`src/rtl/core/gcr_pkg.sv`:
```
// shared types, constants and helpers of the generalized camera residual block
// used by every module under rtl/core; depends on nothing
package gcr_pkg;

   localparam int RIG_CAMERAS_DEF = 8;
   localparam int ROW_COUNT       = 3;

   localparam logic [1:0] OP_LOAD_POSE = 2'd0;
   localparam logic [1:0] OP_LOAD_CAM  = 2'd1;
   localparam logic [1:0] OP_EVALUATE  = 2'd2;

   localparam logic [31:0] RES_MAX = 32'hFFFF_FFFF;
   localparam logic [16:0] ONE_Q16 = 17'h1_0000;

   typedef enum logic [1:0] {
      KIND_POSE,
      KIND_CAM,
      KIND_EVAL,
      KIND_NOCAM
   } kind_type;

   typedef logic [3:0][31:0] row_type;

   typedef struct packed {
      kind_type    kind;
      logic [2:0]  cam;
      logic [1:0]  row;
      logic [31:0] a;
      logic [31:0] b;
      logic [31:0] c;
      logic [31:0] d;
      logic [31:0] e;
   } item_type;

   typedef struct packed {
      logic        start;
      logic        sqrt;
      logic [63:0] num;
      logic [32:0] den;
   } iter_req_type;

   typedef struct packed {
      logic        done;
      logic [63:0] result;
   } iter_rsp_type;

   function automatic logic [31:0] sat32(input logic signed [49:0] v);
      logic [31:0] r;
      if ((&v[49:31]) || !(|v[49:31])) begin
         r = v[31:0];
      end else if (v[49]) begin
         r = 32'h8000_0000;
      end else begin
         r = 32'h7FFF_FFFF;
      end
      return r;
   endfunction

endpackage

```
`src/rtl/core/gcr_front.sv`:
```
// front end: accepts request transfers, drops invalid ones, classifies the rest and queues them
// depends on gcr_pkg
module gcr_front import gcr_pkg::*; #(
   parameter int RIG_CAMERAS = RIG_CAMERAS_DEF
) (
   input  logic        clock,
   input  logic        reset,
   input  logic        req_valid,
   output logic        req_stall,
   input  logic [1:0]  req_opcode,
   input  logic [2:0]  req_camera_index,
   input  logic [1:0]  req_row_index,
   input  logic [31:0] req_value_a,
   input  logic [31:0] req_value_b,
   input  logic [31:0] req_value_c,
   input  logic [31:0] req_value_d,
   input  logic [31:0] req_value_e,
   output logic        q_valid,
   output item_type    q_item,
   input  logic        q_pop
);

   logic [1:0] count_ff, count_in;
   logic       wr_ff, wr_in;
   logic       rd_ff, rd_in;
   item_type   slot_ff [2];
   item_type   item_in;
   logic       accept, keep, push, cam_ok, row_ok;

   always_comb begin
      accept  = req_valid && !req_stall;
      cam_ok  = 32'(req_camera_index) < RIG_CAMERAS;
      row_ok  = 32'(req_row_index) < ROW_COUNT;
      item_in = '{kind: KIND_POSE, cam: req_camera_index, row: req_row_index,
                  a: req_value_a, b: req_value_b, c: req_value_c,
                  d: req_value_d, e: req_value_e};
      keep = 1'b0;
      case (req_opcode)
         OP_LOAD_POSE: begin
            keep = row_ok;
            item_in.kind = KIND_POSE;
         end
         OP_LOAD_CAM: begin
            keep = row_ok && cam_ok;
            item_in.kind = KIND_CAM;
         end
         OP_EVALUATE: begin
            keep = 1'b1;
            item_in.kind = cam_ok ? KIND_EVAL : KIND_NOCAM;
         end
         default: begin
            keep = 1'b0;
         end
      endcase
      push     = accept && keep;
      count_in = count_ff + 2'(push) - 2'(q_pop);
      wr_in    = wr_ff ^ push;
      rd_in    = rd_ff ^ q_pop;
   end

   assign req_stall = (count_ff == 2'd2);
   assign q_valid   = (count_ff != 2'd0);
   assign q_item    = slot_ff[rd_ff];

   always_ff @(posedge clock) begin
      if (reset) begin
         count_ff <= 2'd0;
         wr_ff    <= 1'b0;
         rd_ff    <= 1'b0;
      end else begin
         count_ff <= count_in;
         wr_ff    <= wr_in;
         rd_ff    <= rd_in;
      end
      if (push) begin
         slot_ff[wr_ff] <= item_in;
      end
   end

`ifndef SYNTHESIS
   a_pop_nonempty: assert property (@(posedge clock) disable iff (reset)
      q_pop |-> q_valid)
      else $error("queue popped while empty");

   a_count_range: assert property (@(posedge clock) disable iff (reset)
      count_ff <= 2'd2)
      else $error("queue count out of range");

   a_no_push_full: assert property (@(posedge clock) disable iff (reset)
      (count_ff == 2'd2) |-> !push)
      else $error("transfer taken while queue full");
`endif

endmodule

```
`config.mk`:
```
export PLATFORM = sky130hd
export DESIGN_NAME = gcr_front
export DESIGN_NICKNAME = d
export VERILOG_FILES = /design/src/rtl/core/gcr_pkg.sv /design/src/rtl/core/gcr_front.sv
export SDC_FILE = /design/constraint.sdc
export NUM_CORES = 1
export LEC_CHECK = 0
export BUFFER_PORTS_ARGS = -buffer_cell sky130_fd_sc_hd__buf_2
export CAP_MARGIN = 20
export CORE_ASPECT_RATIO = 1.5
export CORE_MARGIN = 2
export CORE_UTILIZATION = 40
export CTS_CLUSTER_SIZE = 8
export DETAILED_ROUTE_END_ITERATION = 10
export HOLD_SLACK_MARGIN = 0.15
export SYNTH_ARGS = -nofsm -noshare
export SYNTH_HDL_FRONTEND = slang
export SYNTH_SLANG_ARGS = --single-unit
```
`constraint.sdc`:
```
create_clock -name clock -period 9.39 [get_ports clock]
set_input_delay 1.878 -clock clock [delete_from_list [all_inputs] [get_ports clock]]
set_output_delay 1.878 -clock clock [all_outputs]
set_load 0.01 [all_outputs]
```
==> After elaboration in Yosys (flattened, before gate mapping) <==
Memory sizes are Yosys's and may differ from the RTL's. A register that Yosys moved wholly into a read port is not among the register bits.
Index checks and enable logic that the tools add are counted.
Widths: inputs -> output; s select.
{ "totals": {"register_bits": 4, "mem_bits_rw": 334, "output_inout_bits": 169, "elab_cells": 23, "mem_count": 1} }
{ "mem_list": {"columns": ["name", "words", "width", "read_ports", "rd_clocked_by_memory_dff", "write_ports", "line", "source"], "rows": [
  ["slot_ff", 2, 167, 1, 1, 1, "gcr_front.sv:26", "item_type slot_ff [2];"]
]} }
{ "op_classes": {"add_sub_neg": 2, "magnitude_cmp": 1, "n_eq_ne": 3, "n_mux": 5, "bitwise_logic": 2, "n_reduce_logical": 6} }
{ "op_table": {"columns": ["op", "n"], "rows": [
  ["$eq 2x2->1 const B", 2],
  ["$pmux 2 s2", 1],
  ["$mux 1", 3],
  ["$add 2x1->2", 1],
  ["$eq 2x1->1 const B", 1],
  ["$logic_and 1x1->1", 2],
  ["$logic_not 2->1", 1],
  ["$lt 2x2->1 const B", 1],
  ["$pmux 1 s2", 1],
  ["$reduce_bool 2->1", 1],
  ["$reduce_or 2->1", 1],
  ["$sub 2x1->2", 1],
  ["$xor 1x1->1", 2],
  ["$logic_not 1->1", 1]
]} }

==> Logic depth before layout (Yosys ltp) <==
{ "depth": {"ltp_word": 6, "ltp_mapped": 7, "mapped_depth_nobuf": 7} }

==> Least setup slack after synthesis <==
OpenSTA, ideal clock, no wires.
{ "synth_timing": {"path_type": "input-to-reg", "start": "input port req_opcode[1]", "end": "memory slot_ff[1][0] (netlist name), enable pin", "setup_ps": 548, "arrival_time_ps": 6036, "setup_slack_ps": 2805, "cell_stages": 3, "cell_sequence": "nand2_1 -> o2111a_1 -> ha_1"} }
{ "synth_between": {"elab_chain_cells": 6} }
{ "synth_lines": {"columns": ["element", "line", "source"], "rows": [
  ["from (decl)", "gcr_front.sv:10", "input logic [1:0] req_opcode,"],
  ["$eq 2x1->1 or $logic_not 2->1 (tied branches)", "gcr_front.sv:38", "case (req_opcode)"],
  ["$reduce_or 2->1 (no source line)", null, null],
  ["$pmux 1 s2 *", "gcr_front.sv:38", null],
  ["$logic_and 1x1->1 *", "gcr_front.sv:55", "push = accept && keep;"],
  ["$mux 1 *", "gcr_front.sv:75", "if (push) begin"],
  ["$mux 1 (not written as such) *", "gcr_front.sv:76", "slot_ff[wr_ff] <= item_in;"],
  ["to (decl)", "gcr_front.sv:26", null]
]} }
Mark *: on every way between the ends. The rest lies on a longest branch, timed or not.

==> summary.md <==
| Metric | Value |
|---|---|
| Status | complete, no violations |
| Commonest non-fill, non-tap cell in the layout | buf_2 |
| Worst hold-check path type | reg -> reg |
| Die Width | 150 um |
| Final Cycle Share | 0.538 |
| IO Pins | 340 |
| Count of unique library cells instantiated by Yosys | 18 |
| Design area | 16200 um^2 |
| Required @ worst endpoint | 7.51 ns |
| Commonest non-fill, non-tap cells in the layout | 339 x buf_2, 334 x edfxtp_1, 101 x mux2_4, 66 x mux2_2, 49 x clkbuf_16 |
| Vias in the first global route | 6760 |
| H-tree Lvls | 2 |
| Setup violators final | 0 |
| Setup TNS | 0 ns |
| Gate power share | 0.129 |
| Die Area | 33300 um^2 |
| Post-Place Cell Area | 14800 um^2 |
| Non-Filler Instances | 1372 |
| Clk sink count | 338 |
| Netlist Area Pre-Place | 12700 um^2 |
| Max-slew violations | 0 |
| Cells after synthesis | 545 |
| Switching portion of total power | 0.224 |
| Period minus WS final | 5.05 ns |
| Clock root cell | clkbuf_16 |
| Gr ovfl total | 0 |
| Post-synth top area share | 0.788 |
| Die H | 222 um |
| WL/cell | 19.0 um |
| Vias per cell | 4.65 |
| Area Growth Syn to Fin | 27.3% |
| Post-Place Cells | 1282 |
| Crit Path Max Fanout | 44 |
| Area leader, netlist | edfxtp_1 |
| Initial Util | 0.404 |
| PnR Total Power | 0.00390 W |
| Largest net degree at the start of global routing | 78 |
| Initial antenna violation count | 11 |
| Clock Skews | 0.0185 ns |
| Max-cap violations | 0 |
| Final hold violation count | 0 |
| Routed vias | 6384 |
| DPL Wire Length | 17500 um |
| CTS tree | built |
| Leak | 6.21 nW |
| Total length of routed wires | 26100 um |
| RSZ-0062 raised after global routing | no |
| Syn_nets | 720 |
| Startpoint Class | register |
| Post-synthesis sequential area ratio | 0.794 |
| CP endpoint kind | output port |
| Num rows | 80 |
| Final worst slack | 4.34 ns |
| Fmax | 0.198 GHz |
| CP Class | reg -> out |
| IO Port Bufs | 339 |
| Layout cells sized above 1 | 0.596 |
| P_int | 0.00302 W |
| Clock Power Share | 0.392 |
| Pwr/cell area | 241 nW/um^2 |
| Synth top area cells | edfxtp_1 79%, mux2_4 12%, mux2_2 5.8% |
| Critical Path AT | 3.17 ns |
| Clk slew on worst S/H paths | 0.05 ns |
| Sequential share of power | 0.478 |
| Maximum VDD drop | 0.000151 V |
| Number of DRC markers in iteration 0 | 326 |
| Resize count post-CTS | 0 |
| Syn_area_per_cell | 23.3 um^2 |
| First-pass GRT wire length | 37900 um |
| Slew at the pin closest to its max-slew limit | 1.08 ns |
| Dpl ws | 4.85 ns |
| Worst skew pair latency | 0.53 ns |
| DRC | 0 |
| CTS Buf Count | 48 |
| Sw power | 0.000874 W |
| GPL Wtd Cong | 0.758 |
| Synthesized flop and latch total | 338 |
| CTS Buffer Depth | 3 |
| Core ar. | 31500 um^2 |
| Post-DRT Antenna Nets | 0 |
| Post-CTS Hold Buffers | 0 |
| Worst slew margin | 0.280 |
| Pre-antenna DRT Iters | 4 |
| Ys Warns | 0 |
| Setup bufs post-CTS | 0 |
| Total track usage | 0.152 |
| Final #Nets | 1097 |
## final cells by class
type                    instances  area [um^2]
flip-flops and latches        338        10100
inverters                       3         11.3
clock buffers                  78         1340
repair buffers                346         1750
multi-input cells             185         2440
well taps                     410          513
fillers                      2631        15300
clock inverters                 1         8.76
diodes                         11         27.5
## synthesized netlist by cell type
cell type and count:
xnor3_1 1, o2111ai_1 1, edfxtp_1 334, xnor2_1 1
buf_2 4, mux2_2 66, nor2b_1 3, mux2_4 101
inv_1 3, or2_2 1, nand2_1 2, nor2_1 3
buf_6 14, nand2b_1 1, o2111a_1 1, buf_8 1
ha_1 4, dfxtp_1 4
## sequential cells by signal, summed over array words and instances, names as in the netlist
signal	flops
wr_ff	1
count_ff	2
slot_ff	334
rd_ff	1
## routing by layer
layer	GRT usage	part of all wire	vias up
li1	-	-	2933
met1	0.162	0.35	3137
met2	0.271	0.54	249
met3	0.0419	0.070	63
met4	0.0814	0.040	2
met5	0	0.00050	-
## metrics by stage
step | util | hold slack [ns]
after CTS | 0.513 | 0.629
after detailed placement | 0.470 | 0.608
after global placement | 0.470 | 0.583
after floorplan | - | 0.532
after global routing | 0.513 | 0.675
final | 0.514 | 0.617
## power groups by stage
stage          Sequential, W  Clock (W)  Combinational (W)
6_report             0.00186    0.00153           0.000504
5_1_grt              0.00187    0.00163           0.000544
4_1_cts              0.00187    0.00157           0.000517
3_5_place_dp         0.00189          0           0.000515
3_3_place_gp         0.00189          0           0.000512
2_1_floorplan        0.00190          0           0.000322
## critical path: stages, from the launching register on
cell     delay [ns]
dfxtp_4        0.66
buf_4          0.64
buf_4          0.73
mux2_2         0.41
buf_2          0.14
## path summary, 6_finish.rpt
kind                             startpoint               to  slack (ns)  depth (start not counted)
worst max-delay path                  rd_ff      q_item[155]        4.34                          4
worst min-delay path            count_ff[0]      count_ff[0]        0.62                          2
worst max register to register  count_ff[0]  slot_ff[0][161]        6.69                          4
worst min register to register  count_ff[0]      count_ff[0]        0.62                          2
## cells by family after synthesis
logic type               after synthesis  synth area share
flip-flops                           338             0.794
multiplexers                         167             0.178
buffers and inverters                 22            0.0160
AND/OR/NAND/NOR                       10           0.00393
adder cells (fa/ha/maj)                4           0.00393
AO/OA/AOI/OAI                          2           0.00157
XOR/XNOR                               2           0.00246
No activity file was read; power rests on OpenSTA's default activity.
