--- src/rtl/core/gcr_pkg.sv ---
// shared types, constants and helpers of the generalized camera residual block
// used by every module under rtl/core; depends on nothing
package gcr_pkg;

   localparam int RIG_CAMERAS_DEF = 8;
   localparam int ROW_COUNT       = 3;

   localparam logic [1:0] OP_LOAD_POSE = 2'd0;
   localparam logic [1:0] OP_LOAD_CAM  = 2'd1;
   localparam logic [1:0] OP_EVALUATE  = 2'd2;

   localparam logic [31:0] RES_MAX = 32'hFFFF_FFFF;
   localparam logic [16:0] ONE_Q16 = 17'h1_0000;

   typedef enum logic [1:0] {
      KIND_POSE,
      KIND_CAM,
      KIND_EVAL,
      KIND_NOCAM
   } kind_type;

   typedef logic [3:0][31:0] row_type;

   typedef struct packed {
      kind_type    kind;
      logic [2:0]  cam;
      logic [1:0]  row;
      logic [31:0] a;
      logic [31:0] b;
      logic [31:0] c;
      logic [31:0] d;
      logic [31:0] e;
   } item_type;

   typedef struct packed {
      logic        start;
      logic        sqrt;
      logic [63:0] num;
      logic [32:0] den;
   } iter_req_type;

   typedef struct packed {
      logic        done;
      logic [63:0] result;
   } iter_rsp_type;

   function automatic logic [31:0] sat32(input logic signed [49:0] v);
      logic [31:0] r;
      if ((&v[49:31]) || !(|v[49:31])) begin
         r = v[31:0];
      end else if (v[49]) begin
         r = 32'h8000_0000;
      end else begin
         r = 32'h7FFF_FFFF;
      end
      return r;
   endfunction

endpackage

--- src/rtl/core/gcr_iter.sv ---
// shared iterative unit: 64-step restoring divide or 32-step integer square root
// depends on gcr_pkg
module gcr_iter import gcr_pkg::*; (
   input  logic         clock,
   input  logic         reset,
   input  iter_req_type it_req,
   output iter_rsp_type it_rsp
);

   logic        busy_ff, busy_in;
   logic        done_ff, done_in;
   logic        sqrt_ff, sqrt_in;
   logic [5:0]  cnt_ff, cnt_in;
   logic [63:0] num_ff, num_in;
   logic [63:0] quo_ff, quo_in;
   logic [63:0] bit_ff, bit_in;
   logic [32:0] rem_ff, rem_in;
   logic [32:0] den_ff, den_in;
   logic [33:0] shifted;
   logic [34:0] diff;
   logic [64:0] trial;
   logic        ge;

   always_comb begin
      busy_in = busy_ff;
      done_in = 1'b0;
      sqrt_in = sqrt_ff;
      cnt_in  = cnt_ff;
      num_in  = num_ff;
      quo_in  = quo_ff;
      bit_in  = bit_ff;
      rem_in  = rem_ff;
      den_in  = den_ff;
      shifted = {rem_ff, num_ff[63]};
      diff    = {1'b0, shifted} - {2'b00, den_ff};
      trial   = {1'b0, quo_ff} + {1'b0, bit_ff};
      ge      = 1'b0;
      if (it_req.start) begin
         busy_in = 1'b1;
         sqrt_in = it_req.sqrt;
         num_in  = it_req.num;
         den_in  = it_req.den;
         quo_in  = 64'd0;
         rem_in  = 33'd0;
         bit_in  = 64'd1 << 62;
         cnt_in  = it_req.sqrt ? 6'd31 : 6'd63;
      end else if (busy_ff) begin
         if (sqrt_ff) begin
            ge     = {1'b0, num_ff} >= trial;
            num_in = ge ? (num_ff - trial[63:0]) : num_ff;
            quo_in = ge ? ((quo_ff >> 1) + bit_ff) : (quo_ff >> 1);
            bit_in = bit_ff >> 2;
         end else begin
            ge     = !diff[34];
            rem_in = ge ? diff[32:0] : shifted[32:0];
            num_in = num_ff << 1;
            quo_in = {quo_ff[62:0], ge};
         end
         if (cnt_ff == 6'd0) begin
            busy_in = 1'b0;
            done_in = 1'b1;
         end else begin
            cnt_in = cnt_ff - 6'd1;
         end
      end
   end

   assign it_rsp.done   = done_ff;
   assign it_rsp.result = quo_ff;

   always_ff @(posedge clock) begin
      if (reset) begin
         busy_ff <= 1'b0;
         done_ff <= 1'b0;
         cnt_ff  <= 6'd0;
      end else begin
         busy_ff <= busy_in;
         done_ff <= done_in;
         cnt_ff  <= cnt_in;
      end
      sqrt_ff <= sqrt_in;
      num_ff  <= num_in;
      quo_ff  <= quo_in;
      bit_ff  <= bit_in;
      rem_ff  <= rem_in;
      den_ff  <= den_in;
   end

endmodule

--- config.mk ---
export PLATFORM = sky130hd
export DESIGN_NAME = gcr_iter
export DESIGN_NICKNAME = d
export VERILOG_FILES = /design/src/rtl/core/gcr_pkg.sv /design/src/rtl/core/gcr_iter.sv
export SDC_FILE = /design/constraint.sdc
export NUM_CORES = 1
export LEC_CHECK = 0
export ABC_AREA = 0
export BUFFER_PORTS_ARGS = -buffer_cell sky130_fd_sc_hd__buf_2
export CAP_MARGIN = 10
export CORE_MARGIN = 10
export CORE_UTILIZATION = 25
export CTS_BUF_LIST = sky130_fd_sc_hd__clkbuf_8 sky130_fd_sc_hd__clkbuf_16
export DETAILED_ROUTE_END_ITERATION = 6
export PLACE_DENSITY = 0.52
export REMOVE_ABC_BUFFERS = 1
export SLEW_MARGIN = 20
export SYNTH_ARGS = -nofsm -noshare
export SYNTH_HDL_FRONTEND = slang
export SYNTH_SLANG_ARGS = --single-unit
--- constraint.sdc ---
create_clock -name clock -period 6.2 [get_ports clock]
set_clock_uncertainty 0.1 [all_clocks]
set_input_delay 0.31 -clock clock [delete_from_list [all_inputs] [get_ports clock]]
set_output_delay 0.31 -clock clock [all_outputs]
set_load 0.05 [all_outputs]
== Word level (Yosys, flattened, before mapping) ==
Index checks and enable logic that the tools add are counted.
Word-level totals
  register bits: 235
  logic and storage cells: 42
Operators by class
  add/sub/neg operators: 5
  order comparisons: 1
  equal/unequal tests: 2
  muxes and demuxes: 15
  bitwise logic cells: 2
  reduce and logical (&&, ||, !) cells: 8
Operators with widths (count)
  $mux 64: 6
  $add 64x63->65: 1
  $ge 64x65->1: 1
  $add 63x63->64: 1
  $sub 64x64->64: 1
  $sub 34x33->35: 1
  $mux 33: 1
  $mux 6: 4
  $reduce_and 2->1: 4
  $logic_not 6->1: 1
  $sub 6x1->6 const B: 1
  $mux 1: 4
  $ne 3x2->1 const B: 1
  $reduce_or 3->1: 1
  $ne 2x2->1 const B: 1
  $not 1->1: 2
  $reduce_bool 2->1: 1
  $logic_not 1->1: 1

== Logic depth before layout (Yosys ltp) ==
  depth in word-level cells: 6
  gate-level depth with buffers: 27
  mapped depth without buffers: 23

== Worst setup path after synthesis ==
Ideal clock, no wire load.
  kind: register -> register
  start: register quo_ff[30]
  end: register num_ff[0] (enable)
  library setup time: 424 ps
  data arrival time: 6656 ps
  data required time: 5676 ps
  path slack: -980 ps
  stages on the path, launching flop included: 25
  buffers on the path: 3
  period minus slack after synthesis: 7180 ps
  cells stage by stage: dfxtp_1 -> ha_1 -> nand4_1 -> or4_1 -> a211o_1 -> a311oi_2 -> a311o_2 -> a41oi_2 -> nor2_1 -> a31oi_1 -> xor2_1 -> ha_1 -> and3_1 -> clkbuf_1 -> nand4_1 -> nor3_1 -> nand4_1 -> o21a_1 -> a21o_1 -> a21o_1 -> buf_6 -> nor2_8 -> buf_6 -> o21ai_0 -> nand2_1
Between the ends
  longest elaborated chain between the ends: 4
RTL lines
  from (decl): RTL line gcr_iter.sv:15  | logic [63:0] quo_ff, quo_in;
  from (signal assigned): RTL line gcr_iter.sv:83  | quo_ff <= quo_in;
  $add 64x63->65: RTL line gcr_iter.sv:36  | trial = {1'b0, quo_ff} + {1'b0, bit_ff};
  $ge 64x65->1: RTL line gcr_iter.sv:49  | ge = {1'b0, num_ff} >= trial;
  $ne 3x2->1 (no line)
  $reduce_and 2->1 (no line)
  to (signal assigned): RTL line gcr_iter.sv:82  | num_ff <= num_in;
  to (decl): RTL line gcr_iter.sv:14  | logic [63:0] num_ff, num_in;
No other way between the ends.
A chain may end at the register's enable or synchronous reset.

== Worst setup path after layout ==
  start: register quo_ff[0]
  end: register quo_ff[26]
Between the ends
  longest elaborated chain between the ends: 4
RTL lines
  $add 64x63->65: RTL line gcr_iter.sv:36
  $ge 64x65->1: RTL line gcr_iter.sv:49
  $mux 64: RTL line gcr_iter.sv:51  | quo_in = ge ? ((quo_ff >> 1) + bit_ff) : (quo_ff >> 1);
  $mux 64: RTL line gcr_iter.sv:48  | if (sqrt_ff) begin
No other way between the ends.

==> metrics <==
top cell types by occurrence after synthesis 303 x nand2_1, 231 x a21oi_1, 201 x o21ai_0; # setup viols final 0; VDD IR max 0.2105 mV; Synth Area in Adders around a tenth; initial core utilization around 25%; DR vias/cell 5.246; final wirelength 82.32 mm; die height 310.5 um; Placer Congestion ~0.93; mux share of post-synthesis cell area 2.764%; min-delay worst type input port to register; root buffer cell clkbuf_16; Final Hold Fails 0; crit-path max FO 24; final worst setup slack 267.8 ps; Internal ~4.1 mW; clock latency at the later pin of the worst-skew pair around 600 ps; RSZ-0062 raised after global routing true; Layout area overhead 21.12%; H-tree depth 1; CP Class register to register; Post-Synth Simple-Gate Area a little under a fifth; largest family of logic cells by synthesized area compound AO/OA/AOI/OAI gates; Site Rows ~110; FFs w/ async S/R, synth 0%; # IOs 166; min Tclk post-route 5932 ps; final worst-path cycle share between 90% and 100%; clock power share 29.9%; Max Clock Freq 168.6 MHz; antenna-violating nets left 0; Slew @ Worst Pin 964.4 ps; Synth Register Bits 235; WP data required 6570 ps; status finished, final reports clean; pre-CTS worst setup slack approximately 110 ps; die span in x about 310 um; top cells by area, synth edfxtp_1 14%, dfxtp_1 13%, ha_1 9.8%, a21oi_1 5.5%, nand2_1 5.4%; fin. max-slew vios 0; drt wl/cell ~20 um; slew margin rel. 35.71%; CTS buffer count 31; port bufs approximately 170; total number of vias around 21000; cells after synthesis between 2000 and 3000; DR iter-0 viols between 1500 and 2000; Num Clock Sinks 235; leak pwr 9.949 nW; Synth Area in XOR/XNOR 7.557%; post-detail-place hpwl approximately 60 mm; Remaining Overflow, GRT 0; Post-Syn Area 21090 um2; post-route cell area approximately 26000 um2; CORE AREA 83690 um2; sequential share of power 28.6%; fin util 30.53%; share of layout cells above drive strength 1 13.88%; dpl cells 3876; Pwr per Cell Area 262.3 nW/um2; drt first pass iters 7; critical path capture point type register; Die ar. roughly 96000 um2; Post-synth EDFFs 98; startpoint types register; first-pass GRT wire length 124.5 mm; placed cell area approximately 23000 um2; # fillers between 9000 and 10000; # Max-Cap Violations 0; syn_area_per_cell 7.924 um2; Remaining DRCs 0; Comb pwr share 41.5%; Netlist cell types 92; fin nets 3142; Post-synth top flop dfxtp_1; Seq/Total Area, Yosys 26.95%; non-filler cells, final 4031; Hold Worst Slack 42.10 ps; CTS tree yes; crit path launch quo_ff[0]; top cell type's share of synthesized area 13.95%; Switch Pwr 2.626 mW; largest net degree at the start of global routing 108; Yosys warnings 0; Synth Area in Compound Gates 28.74%; Sw Ratio 39.18%; total track usage between 15 and 20%; Clock Tree Buf Depth 3; # diodes 0; crit path DAT 6300 ps; initial antenna violation count 0; Synth area leader edfxtp_1; number of global-route vias before repair 20570; Clock transition at path regs about 60 ps; startpoint of the worst hold path it_req[35]; total power about 6.7 mW; r2r startpoint quo_ff[0]; post-route setup TNS 0 ps; top-count cell post-synth nand2_1
-- critical path, cell delays in order (launching register included) --
cell,delay [ps]
dfxtp_1,340
ha_1,250
ha_1,220
a21o_1,210
a31oi_1,270
o21ai_0,190
a21boi_1,290
a31oi_1,260
a21o_1,270
a22oi_1,240
o21ai_0,180
a21oi_1,210
xor2_1,240
ha_1,340
a21oi_1,190
o21ai_0,140
nand2_1,90
o221ai_1,120
a211oi_1,310
o21ai_2,160
a31o_2,380
buf_12,200
nand3_1,90
o211ai_1,90
a311oi_1,400
-- cell usage in the layout (no fill, tap or decap), types with 15 or more instances in the layout --
master,n
dfxtp_1,136
nand2_1,302
nor2b_1,27
inv_1,92
a31o_2,18
o211ai_1,19
ha_1,163
nor3_1,43
nor2_1,158
nand3_1,91
clkbuf_16,35
edfxtp_1,98
nand4_1,48
a21o_1,71
xor2_1,84
o21ai_0,198
a311oi_1,18
o31a_1,22
xnor2_1,97
mux2i_1,56
a31oi_1,89
a22oi_1,32
a211oi_1,28
nor4_1,22
or3_1,15
o21a_1,22
dlygate4sd3_1,93
o21ai_1,23
and3_1,36
buf_4,93
a21oi_1,231
buf_2,164
o21bai_1,32
-- per-layer routing --
metal / global-route usage [%] / up-vias / share of wire (%)
li1: - / 10300 / -
met1: 21.56 / 10180 / 45
met2: 27.24 / 595 / 46
met3: 3.378 / 73 / 6.9
met4: 2.997 / 0 / 1.5
met5: 0 / - / 0
-- state kept, by name (all words and copies together) (netlist names) --
name and count:
num_ff 64, quo_ff 64, den_ff 33, rem_ff 33, bit_ff 32, cnt_ff 6, busy_ff 1, done_ff 1
sqrt_ff 1
-- repair_timing --
action | CTS | global route
hold buffers | 93 | 0
setup buffers | 0 | 3
setup endpoints to repair | 0 | 124
resized for setup | 0 | 19
endpoints found under the hold margin | 100 | 0
-- final cells by class --
| type | count | area [um2] | share of cell area (%) |
|---|---|---|---|
| multi-input cells | 2156 | 14320 | 56.06 |
| clock inverters | 14 | 162.7 | 0.6366 |
| well taps | 1134 | 1419 | 5.553 |
| repair buffers | 361 | 2673 | 10.46 |
| inverters | 89 | 335.3 | 1.312 |
| clock buffers | 42 | 949.7 | 3.717 |
| flip-flops and latches | 235 | 5687 | 22.26 |
-- power by group through the flow --
| stage | sequential, mW | clock, mW | combinational [mW] |
|---|---|---|---|
| 2_1_floorplan | 2.03 | 0 | 1.66 |
| 3_3_place_gp | 1.95 | 0 | 2.66 |
| 3_5_place_dp | 1.95 | 0 | 2.66 |
| 4_1_cts | 1.92 | 2.04 | 2.72 |
| 5_1_grt | 1.94 | 2.09 | 3.04 |
| 6_report | 1.92 | 2.00 | 2.78 |
-- cells by family after synthesis --
group / after synthesis
and+or+nand+nor: 814
buffers and inverters: 271
DFF: 235
adders and majority gates: 167
muxes: 58
AOI/OAI and AO/OA: 935
xor gates and xnor gates: 182
-- final timing paths --
check | endpoint | slack [ps] | cells after the start
worst min register to register | bit_ff[0] | 380 | 2
worst max register to register | quo_ff[26] | 270 | 24
worst min-delay path | num_ff[2] | 40 | 3
worst max-delay path | quo_ff[26] | 270 | 24
Power figures use the tool's default switching activity.
